--- src/hdls_pkg.sv ---
// Package for the heat diffusion line step block: request and result types,
// command and configuration register codes, and sizing constants.
// No dependencies.
`timescale 1ns / 1ps

package hdls_pkg;

  // Number of cells on the line, between 3 and 64.
  localparam int CELLS = 64;
  localparam int IDX_W = 6;
  // The step sequencer counts up to CELLS + 2.
  localparam int T_W   = $clog2(CELLS + 3);

  localparam int TEMP_W  = 32;
  localparam int DIFF_W  = 16;
  localparam int CFG_IDX_W = 1;

  localparam logic CMD_WRITE = 1'b0;
  localparam logic CMD_STEP  = 1'b1;

  localparam logic [CFG_IDX_W-1:0] CFG_DIFFUSION = 1'b0;
  localparam logic [CFG_IDX_W-1:0] CFG_EDGE_GAIN = 1'b1;

  typedef struct packed {
    logic                     cmd;
    logic [IDX_W-1:0]         cell_index;
    logic signed [TEMP_W-1:0] cell_value;
  } in_req_t;

  typedef struct packed {
    logic [IDX_W-1:0]         out_index;
    logic signed [TEMP_W-1:0] temperature;
    logic                     last_cell;
  } out_res_t;

endpackage

--- src/heat_diffusion_line_step.sv ---
// Top level of the heat diffusion line step: cell store, step sequencer and
// the shared multiply, round and saturate pipeline. Uses hdls_pkg.
// Timing: a write request is taken without raising busy. A step request raises
// busy; its results then follow one per cycle, paced by the single read port
// of the cell store walking one cell per cycle.
// Reset (synchronous, active low) zeroes both registers and all valid bits.
`timescale 1ns / 1ps

module heat_diffusion_line_step (
  input  logic                               clk,
  input  logic                               rst_n,
  input  logic                               start,
  output logic                               busy,
  input  hdls_pkg::in_req_t                  in_req,
  input  logic                               cfg_valid,
  output logic                               cfg_ready,
  input  logic [hdls_pkg::CFG_IDX_W-1:0]     cfg_index,
  input  logic [hdls_pkg::TEMP_W-1:0]        cfg_data,
  output logic                               out_valid,
  output hdls_pkg::out_res_t                 out_res
);
  import hdls_pkg::*;

  typedef enum logic [1:0] {
    ST_IDLE = 2'b01,
    ST_RUN  = 2'b10
  } state_t;

  localparam logic [T_W-1:0]   T_LAST  = T_W'(CELLS + 2);
  localparam logic [IDX_W:0]   CELLS_X = (IDX_W + 1)'(CELLS);
  localparam logic [IDX_W-1:0] J_LAST  = IDX_W'(CELLS - 1);

  state_t state_r, state_nxt;
  logic [T_W-1:0] t_r, t_nxt;

  logic [DIFF_W-1:0]        diff_num_r;
  logic signed [TEMP_W-1:0] edge_gain_r;

  // Cell store with one write and one registered read port.
  logic signed [TEMP_W-1:0] mem [CELLS];
  logic [CELLS-1:0]         valid_r;
  logic signed [TEMP_W-1:0] mem_q_r;
  logic                     rd_ok_r;
  logic [IDX_W-1:0]         rd_addr;
  logic                     mem_we;
  logic [IDX_W-1:0]         mem_wa;
  logic signed [TEMP_W-1:0] mem_wd;
  logic signed [TEMP_W-1:0] q;

  // Sliding window of old values.
  logic signed [TEMP_W-1:0] wa_r, wb_r;

  // Stage A: neighbour difference.
  logic                     fire;
  logic [IDX_W-1:0]         j_fire;
  logic signed [TEMP_W-1:0] left_v, right_v;
  logic signed [33:0]       nsum, ncen;
  logic signed [34:0]       d_nxt, d_r;
  logic signed [TEMP_W-1:0] cen_a_r;
  logic [IDX_W-1:0]         j_a_r;
  logic                     va_r;

  // Stage M: product with the diffusion number.
  logic signed [16:0]       r_s;
  logic signed [51:0]       prod_r;
  logic signed [TEMP_W-1:0] cen_m_r;
  logic [IDX_W-1:0]         j_m_r;
  logic                     vm_r;

  // Stage B: accumulate and round.
  logic signed [51:0]       acc;
  logic signed [35:0]       v_r;
  logic [IDX_W-1:0]         j_b_r;
  logic                     vb_r;

  // Stage C: edge deposit and saturation.
  logic signed [36:0]       s_sum;
  logic signed [TEMP_W-1:0] s_sat;
  logic                     c_last;

  logic write_acc, step_acc;

  assign busy      = (state_r != ST_IDLE);
  // Register writes are held off while a step is in progress.
  assign cfg_ready = !busy;
  assign write_acc = start && !busy && (in_req.cmd == CMD_WRITE);
  assign step_acc  = start && !busy && (in_req.cmd == CMD_STEP);

  // Configuration registers.
  always_ff @(posedge clk) begin
    if (!rst_n) begin
      diff_num_r  <= '0;
      edge_gain_r <= '0;
    end else if (cfg_valid && cfg_ready) begin
      unique case (cfg_index)
        CFG_DIFFUSION: diff_num_r  <= cfg_data[DIFF_W-1:0];
        CFG_EDGE_GAIN: edge_gain_r <= cfg_data;
        default: ;
      endcase
    end
  end

  // Sequencer.
  always_comb begin
    state_nxt = state_r;
    t_nxt     = t_r;
    unique case (state_r)
      ST_IDLE: begin
        t_nxt = '0;
        if (step_acc) begin
          state_nxt = ST_RUN;
        end
      end
      ST_RUN: begin
        if (t_r != T_LAST) begin
          t_nxt = t_r + 1'b1;
        end
        if (vb_r && c_last) begin
          state_nxt = ST_IDLE;
        end
      end
      default: state_nxt = ST_IDLE;
    endcase
  end

  always_ff @(posedge clk) begin
    if (!rst_n) begin
      state_r <= ST_IDLE;
      t_r     <= '0;
    end else begin
      state_r <= state_nxt;
      t_r     <= t_nxt;
    end
  end

  // Store access. A cell never written since reset reads as zero.
  assign rd_addr = t_r[IDX_W-1:0];
  assign q       = rd_ok_r ? mem_q_r : '0;

  always_comb begin
    mem_we = 1'b0;
    mem_wa = in_req.cell_index;
    mem_wd = in_req.cell_value;
    if (vb_r) begin
      mem_we = 1'b1;
      mem_wa = j_b_r;
      mem_wd = s_sat;
    end else if (write_acc && ({1'b0, in_req.cell_index} < CELLS_X)) begin
      mem_we = 1'b1;
    end
  end

  always_ff @(posedge clk) begin
    if (mem_we) begin
      mem[mem_wa] <= mem_wd;
    end
    mem_q_r <= mem[rd_addr];
  end

  always_ff @(posedge clk) begin
    if (!rst_n) begin
      valid_r <= '0;
      rd_ok_r <= 1'b0;
    end else begin
      if (mem_we) begin
        valid_r[mem_wa] <= 1'b1;
      end
      rd_ok_r <= valid_r[rd_addr];
    end
  end

  // The window is shifted every cycle; cell j fires at t = j + 2, when the old
  // values of cells j-1 and j sit in the window and cell j+1 is on the read port.
  always_ff @(posedge clk) begin
    wa_r <= wb_r;
    wb_r <= q;
  end

  assign fire   = (state_r == ST_RUN) && (t_r >= T_W'(2)) && (t_r != T_LAST);
  assign j_fire = IDX_W'(t_r - T_W'(2));

  always_comb begin
    left_v  = (j_fire != '0)     ? wa_r : '0;
    right_v = (j_fire != J_LAST) ? q    : '0;
    nsum    = {{2{left_v[TEMP_W-1]}}, left_v} + {{2{right_v[TEMP_W-1]}}, right_v};
    if ((j_fire == '0) || (j_fire == J_LAST)) begin
      ncen = {{2{wb_r[TEMP_W-1]}}, wb_r};
    end else begin
      ncen = {wb_r[TEMP_W-1], wb_r, 1'b0};
    end
    d_nxt = {nsum[33], nsum} - {ncen[33], ncen};
  end

  assign r_s = {1'b0, diff_num_r};
  assign acc = {{4{cen_m_r[TEMP_W-1]}}, cen_m_r, 16'b0} + prod_r + 52'sd32768;

  assign c_last = (j_b_r == J_LAST);

  always_comb begin
    s_sum = {v_r[35], v_r};
    if (c_last) begin
      s_sum = s_sum + {{5{edge_gain_r[TEMP_W-1]}}, edge_gain_r};
    end
    if (s_sum[36:31] == 6'b000000 || s_sum[36:31] == 6'b111111) begin
      s_sat = s_sum[TEMP_W-1:0];
    end else if (s_sum[36]) begin
      s_sat = {1'b1, {(TEMP_W-1){1'b0}}};
    end else begin
      s_sat = {1'b0, {(TEMP_W-1){1'b1}}};
    end
  end

  // Pipeline payload.
  always_ff @(posedge clk) begin
    d_r     <= d_nxt;
    cen_a_r <= wb_r;
    j_a_r   <= j_fire;
    prod_r  <= r_s * d_r;
    cen_m_r <= cen_a_r;
    j_m_r   <= j_a_r;
    v_r     <= acc[51:16];
    j_b_r   <= j_m_r;
    out_res.out_index   <= j_b_r;
    out_res.temperature <= s_sat;
    out_res.last_cell   <= c_last;
  end

  // Pipeline valid bits.
  always_ff @(posedge clk) begin
    if (!rst_n) begin
      va_r      <= 1'b0;
      vm_r      <= 1'b0;
      vb_r      <= 1'b0;
      out_valid <= 1'b0;
    end else begin
      va_r      <= fire;
      vm_r      <= va_r;
      vb_r      <= vm_r;
      out_valid <= vb_r;
    end
  end

  // A result that is not the last one is always followed by the next cell.
  assert property (@(posedge clk) disable iff (!rst_n)
    out_valid && !out_res.last_cell |=>
      out_valid && (out_res.out_index == $past(out_res.out_index) + 1'b1))
    else $error("step results are not consecutive");

  // Results appear only while a step is in progress.
  assert property (@(posedge clk) disable iff (!rst_n)
    out_valid |-> busy || $past(busy))
    else $error("result outside a step");

  // Busy rises only after an accepted step request.
  assert property (@(posedge clk) disable iff (!rst_n)
    $rose(busy) |-> $past(start) && $past(in_req.cmd == CMD_STEP))
    else $error("busy raised without a step request");

  // A store write from the pipeline never coincides with a write request.
  assert property (@(posedge clk) disable iff (!rst_n)
    vb_r |-> !write_acc)
    else $error("store write collision");

endmodule
--- config.mk ---
export PLATFORM = sky130hd
export DESIGN_NAME = heat_diffusion_line_step
export DESIGN_NICKNAME = d
export VERILOG_FILES = /design/src/hdls_pkg.sv /design/src/heat_diffusion_line_step.sv
export SDC_FILE = /design/constraint.sdc
export NUM_CORES = 2
export LEC_CHECK = 0
export ABC_AREA = 1
export BUFFER_PORTS_ARGS = -buffer_cell sky130_fd_sc_hd__buf_4
export CORE_MARGIN = 1.5
export CORE_UTILIZATION = 50
export CTS_BUF_LIST = sky130_fd_sc_hd__clkbuf_4 sky130_fd_sc_hd__clkbuf_8
export DETAILED_ROUTE_END_ITERATION = 10
export PLACE_DENSITY = 0.66
export SYNTH_ARGS = -nofsm -noshare
export SYNTH_HDL_FRONTEND = slang
export SYNTH_SLANG_ARGS = --single-unit
--- constraint.sdc ---
create_clock -name clk -period 7.2 [get_ports clk]
set_input_delay 1.44 -clock clk [delete_from_list [all_inputs] [get_ports clk]]
set_output_delay 1.44 -clock clk [all_outputs]
set_load 0.005 [all_outputs]
======== After elaboration in Yosys (flattened, before gate mapping) ========
Memories as Yosys holds them, arrays and structs flattened. A register that Yosys moved wholly into a read port is not among the register bits.
Cells that the tools add are included.
operators by class
  divide/modulo/power cells ............... 0
  $mul .................................... 1
  mux-type cells .......................... 22
  add/subtract/negate cells ............... 7
  shifts and indexed selects .............. 0
  reduce and logical (&&, ||, !) cells .... 19
  magnitude comparators ................... 4
  equal/unequal tests ..................... 11
  bitwise gates (word level) .............. 3
operators with widths
  operator                                                               count
  32-bit two-way mux                                                     7
  64-bit bitwise OR                                                      1
  52-bit by 16-bit adder with 52-bit output, second input constant       1
  52-bit adder                                                           1
  17-bit by 34-bit multiplier with 51-bit output                         1
  36-bit by 32-bit adder with 37-bit output                              1
  37-bit two-way mux                                                     1
  33-bit by 33-bit subtractor with 34-bit output                         1
  32-bit by 32-bit adder with 33-bit output                              1
  6-bit equality test, second input constant                             3
  6-bit by 7-bit < comparator with 1-bit output, second input constant   2
  7-bit case mux with 2 select lines                                     1
  6-bit zero test                                                        2
  1-bit logical AND                                                      8
  2-bit AND reduction                                                    4
  7-bit by 1-bit adder with 7-bit output, second input constant          1
  7-bit by 2-bit >= comparator with 1-bit output, second input constant  1
  7-bit two-way mux                                                      1
  7-bit inequality test, second input constant                           1
  1-bit binary-select mux with 6-bit select                              1
  1-bit demux with 6-bit select                                          1
  6-bit by 1-bit >= comparator with 1-bit output, second input constant  1
  1-bit two-way mux                                                      6
  6-bit two-way mux                                                      1
  13 further kinds                                                       18
word-level totals
  bits in registers ....................... 401
  memory bits (writable) .................. 2048
  ROM bits ................................ 0
  bits of input ports ..................... 76
  bits in latches ......................... 0
  output and inout bits ................... 42
  memories kept ........................... 1
memories
  memory  words  bits a word  rd ports  clocked after memory_dff  wr ports  line                            source
  mem     64     32           1         1                         1         heat_diffusion_line_step.sv:40  logic signed [TEMP_W-1:0] mem [CELLS];

======== Logic depth before layout (Yosys ltp) ========
  depth after elaboration ................. 8
  depth in mapped cells ................... 31
  depth with buffers taken out ............ 27

======== Worst setup path before layout ========
OpenSTA, ideal clock, no wires.
  path kind ............................... register to register
  from .................................... reg, netlist name d_r[33]
  to ...................................... reg prod_r[50]
  arrival time ............................ 5.546 ns
  setup time .............................. 0.127 ns
  setup slack ............................. 1.527 ns
  stages on the path, launching flop included .. 21
  data required time ...................... 7.073 ns
  path through ............................ dfxtp_1 clkbuf_1 clkbuf_1 nand2_1 fa_1 inv_1 fa_1 inv_1 fa_1 fa_1 fa_1 fa_1 inv_1 ha_1 a21oi_1 o21ai_0 a21oi_1 inv_1 a221oi_1 o21ai_0 xor2_1
between the ends
  longest elaborated chain between the ends .. 1
RTL lines
  element                                         line                             source
  17-bit by 34-bit multiplier with 51-bit output  heat_diffusion_line_step.sv:218  prod_r <= r_s * d_r;
  end signal: assignment                          heat_diffusion_line_step.sv:218
  end: declaration                                heat_diffusion_line_step.sv:65   logic signed [51:0] prod_r;
Every way passes these cells.
A chain may end at the register's enable or synchronous reset.

======== Worst setup path in the final report ========
  from .................................... reg diff_num_r[11]
  to ...................................... reg prod_r[41]
between the ends
  longest elaborated chain between the ends .. 1
RTL lines
  element                                         line                             source
  start: declaration                              heat_diffusion_line_step.sv:36   logic [DIFF_W-1:0] diff_num_r;
  start signal: assignment                        heat_diffusion_line_step.sv:96   CFG_DIFFUSION: diff_num_r <= cfg_data[DIFF_W-1:0];
  17-bit by 34-bit multiplier with 51-bit output  heat_diffusion_line_step.sv:218
Every way passes these cells.

==> run summary <==
The routed via count divided by cell count is 5.84. The mapped cell area is 118000 µm². The setup violation total in the final timing report is 0.

The final non-filler cell area is 131000 µm². The number of vias after detailed routing is between 80000 and 90000. The fmax is 0.150 GHz. Before antenna repair, the detailed router went through 6 iterations. Of the synthesized area, sequential elements account for between 50% and 60%. The buffer levels on the longest clock path is 4.

Yosys mapped a number of flops with a built-in enable equal to between 2000 and 2500. The time the final worst path needs with I/O delays and setup is 6.67 ns. The iteration-0 DRC count of the detailed router is 9912. The hold violation count in the final report is 0. The number of max-cap violations is 0. At the end of the flow the core is filled with cells to 55.8%. Combinational logic is responsible for 19.9% of the overall power. STA classifies the critical path endpoint as a flop.

The number of storage elements in the synthesis netlist is 2465. The top fanout value on the critical path came out at 14. The total number of placement rows came out at around 180.

The number of clock sinks came out at 2465. The final global-route overflow total came out at 0. Internal power comes to 25.2 mW. The die extent in x came out at 489 µm. The clock-pin slew of the registers on the worst-case setup and hold paths came out at 0.06 ns. Compared with the post-synthesis result, the final layout area differs by 11.0%. After legalization and detailed placement, the total HPWL measured around 230000 µm. The die height is a little under 500 µm. Once placement finished, the instance area stood at 123000 µm². The critical path is of the flop to flop type.

The pin count of the biggest net entering global routing came out at 215. STA puts the critical path data required time at between 8 and 9 ns. The remaining antenna violation count after routing is 0. Counting distinct cell types in the post-synthesis netlist gives 61. The most used flip-flop cell after synthesis is edfxtp_1. The net switching fraction of the power is 29.7%. The mean post-synth cell area is between 10 and 15 µm².

The part of the power in registers came out at 45.7%. Data arrives at the worst endpoint at 7.63 ns. The setup slack at placement came out at 0.619 ns.

VDD sags by at most 289 µV. The count of fill cells added during filler insertion came out at 19817. The clock latency on the worst-skew pair is approximately 1.1 ns. The worst relative slew slack is 4.54%.

Sorting the synthesized cells by area gives the leading types as edfxtp_1 (52%), fa_1 (9.3%), dfxtp_1 (7.1%). After clock tree synthesis, the flow added hold-fix buffers numbering 0. The switching power of the nets is 10.6 mW. The overall fraction of global-route tracks in use is between 20% and 30%. The buffer cell driving the clock tree root is clkbuf_8. In the final layout, the share of cells above drive strength 1 is 10.7%. In the synthesized netlist the async set-or-reset flop fraction comes to 0%. The synthesized instance count is 10807. The proportion of netlist area held by the largest area contributor came out at between 50% and 60%.

The post-CTS setup buffer count came out at 0. The most numerous cell type found on the critical path is fa_1. The number of pins exceeding their max-slew limit in the final report came to 0. The post-cts sizing count came out at 0. The via count of the first global-routing pass came to 81701. After synthesis, the most frequently instantiated cells are edfxtp_1 (2048), nand2_1 (1728), nor2_1 (1387). The slowest stage of the critical path is the dfxtp_1 cell.

The routed length per instance is 24.9 µm. The routed wire length is 359000 µm. The leakage component of the power came out at 51.5 nW. The number of buffers added on ports came out at 117. The signal on the critical path passes through buf_4 -> nand2_1 -> fa_1 -> inv_1 -> fa_1 -> fa_1 -> fa_1 -> fa_1 -> fa_1 -> ha_1 -> a21oi_1 -> inv_1 -> a21oi_1 -> a21boi_0 -> o21ai_0 -> a21oi_1 -> xnor2_1.

The worst setup path is launched from a flop. The H-tree generated during clock tree synthesis spans 5 levels. The DRC violations left came out at 0. Of all cell types, the one taking the most synthesized area is edfxtp_1. Overall power consumption after layout is estimated at ~36 mW. The clock network is responsible for between 30% and 40% of the overall power. The areal power density over the cells is ~270 nW/µm².

At the end of routability-driven placement, the weighted congestion stood at between 0.9 and 1. The count of yosys warnings during synthesis came out at 0. The library cell with the highest instance count after synthesis is edfxtp_1. The run finished with clean final reports. The worst-margin pin slew is 1.43 ns. The number of nets in the synthesized netlist came out at 11663.

The layout net count is 11807. The initial utilization of the core area, before any placement, comes to 50.3%. The final worst setup slack is 0.535 ns. The floorplan step defined a die boundary enclosing 239000 µm². The kind of path behind the tightest hold check is flop to flop. The initial antenna violation count is 29. The number of buffers created by CTS is 404. The I/O pin count is 118.

Setup repair after global routing left no endpoint under its margin. The aggregate negative setup slack came out at 0 ns. The post-route fraction of the period consumed by the critical path is 92.6%.

The wire length of the first global-routing pass is 528000 µm. The region available for standard cell placement spans 235000 µm². On the worst path, the slowest cell contributes a delay of roughly 0.76 ns. TritonCTS built the clock tree.

Clock skew on the completed layout was measured at between 0.09 and 0.1 ns.
[cell usage in the layout, fill, tap and decap left out, types with 197 or more instances in the layout]
cell type | Yosys | routed
a21oi_1 | 308 | 308
buf_4 | 18 | 334
clkbuf_8 | 0 | 441
dfxtp_1 | 417 | 412
edfxtp_1 | 2048 | 2048
fa_1 | 550 | 550
ha_1 | 230 | 230
inv_1 | 1144 | 1142
nand2_1 | 1728 | 1697
nor2_1 | 1387 | 1320
o21ai_0 | 1128 | 1126
o221ai_1 | 197 | 197
o22ai_1 | 290 | 290
[per-layer routing]
metal / wire length [µm] / share of wire [%] / GRT usage (%) / vias up
met5: 111 / 0.031 / 0 / -
met4: 15300 / 4.3 / 12.3 / 16
met3: 37200 / 10 / 5.90 / 729
met2: 161000 / 45 / 45.7 / 4376
met1: 145000 / 40 / 41.6 / 41866
li1: - / - / - / 37265
[critical path: cells and delay by family (launching register included)]
family,cells,cell delay [ns]
adder cells (fa/ha/maj),7,3.25
AND/OR/NAND/NOR,1,0.09
AO/OA/AOI/OAI,5,1.82
XOR/XNOR,1,0.18
flip-flops,1,0.76
buffers and inverters,3,0.45
[final cells by class]
cell class / count / area, µm² / area share (%)
antenna: 18 / 45.0 / 0.0343
clock buffer: 618 / 7400 / 5.64
clock inverter: 99 / 704 / 0.537
inverter: 1152 / 4340 / 3.31
multi-input combinational: 6573 / 42100 / 32.0
sequential: 2465 / 69900 / 53.2
tap: 3150 / 3940 / 3.00
timing repair buffer: 355 / 2930 / 2.23
[kinds of logic (layout without fill, tap and decap cells)]
logic type / after synthesis / after routing / share of synthesized area, %
and+or+nand+nor: 3434 / 3434 / 11.4
DFF: 2465 / 2465 / 59.1
AOI/OAI and AO/OA: 2244 / 2244 / 11.0
buffers and inverters: 1769 / 2224 / 5.84
adders and majority gates: 780 / 780 / 11.7
xor gates and xnor gates: 115 / 115 / 0.852
other: 0 / 18 / 0
[metrics by stage]
stage | cells | hold WS, ns
floorplan | 10807 | 0.310
CTS | 14412 | 0.324
global placement | 13695 | 0.310
detailed placement | 13695 | 0.314
global route | 14421 | 0.331
finish | 14430 | 0.328
[power by group through the flow]
stage | Sequential [mW] | Clock [mW] | Combinational (mW)
after floorplan | 16.3 | 0 | 4.83
after global placement | 16.7 | 0 | 7.04
after detailed placement | 16.7 | 0 | 7.12
after CTS | 16.4 | 12.5 | 7.16
after global routing | 16.4 | 13.1 | 7.93
final | 16.4 | 12.3 | 7.14
[final timing paths]
path / startpoint / end / slack, ns / cells after the start
min reg2reg: cen_a_r[18]$_DFF_P_ / cen_m_r[18]$_DFF_P_ / 0.33 / 0
max: diff_num_r[11]$_SDFFE_PN0P_ / prod_r[41]$_DFF_P_ / 0.53 / 17
min: cen_a_r[18]$_DFF_P_ / cen_m_r[18]$_DFF_P_ / 0.33 / 0
max reg2reg: diff_num_r[11]$_SDFFE_PN0P_ / prod_r[41]$_DFF_P_ / 0.53 / 17
[state kept, by name (all words and copies together), names as in the netlist, 34 cells and up]
register and flops:
v_r 36, out_res 39, prod_r 36, d_r 34
valid_r 64, mem 2048
Power figures use the tool's default switching activity.
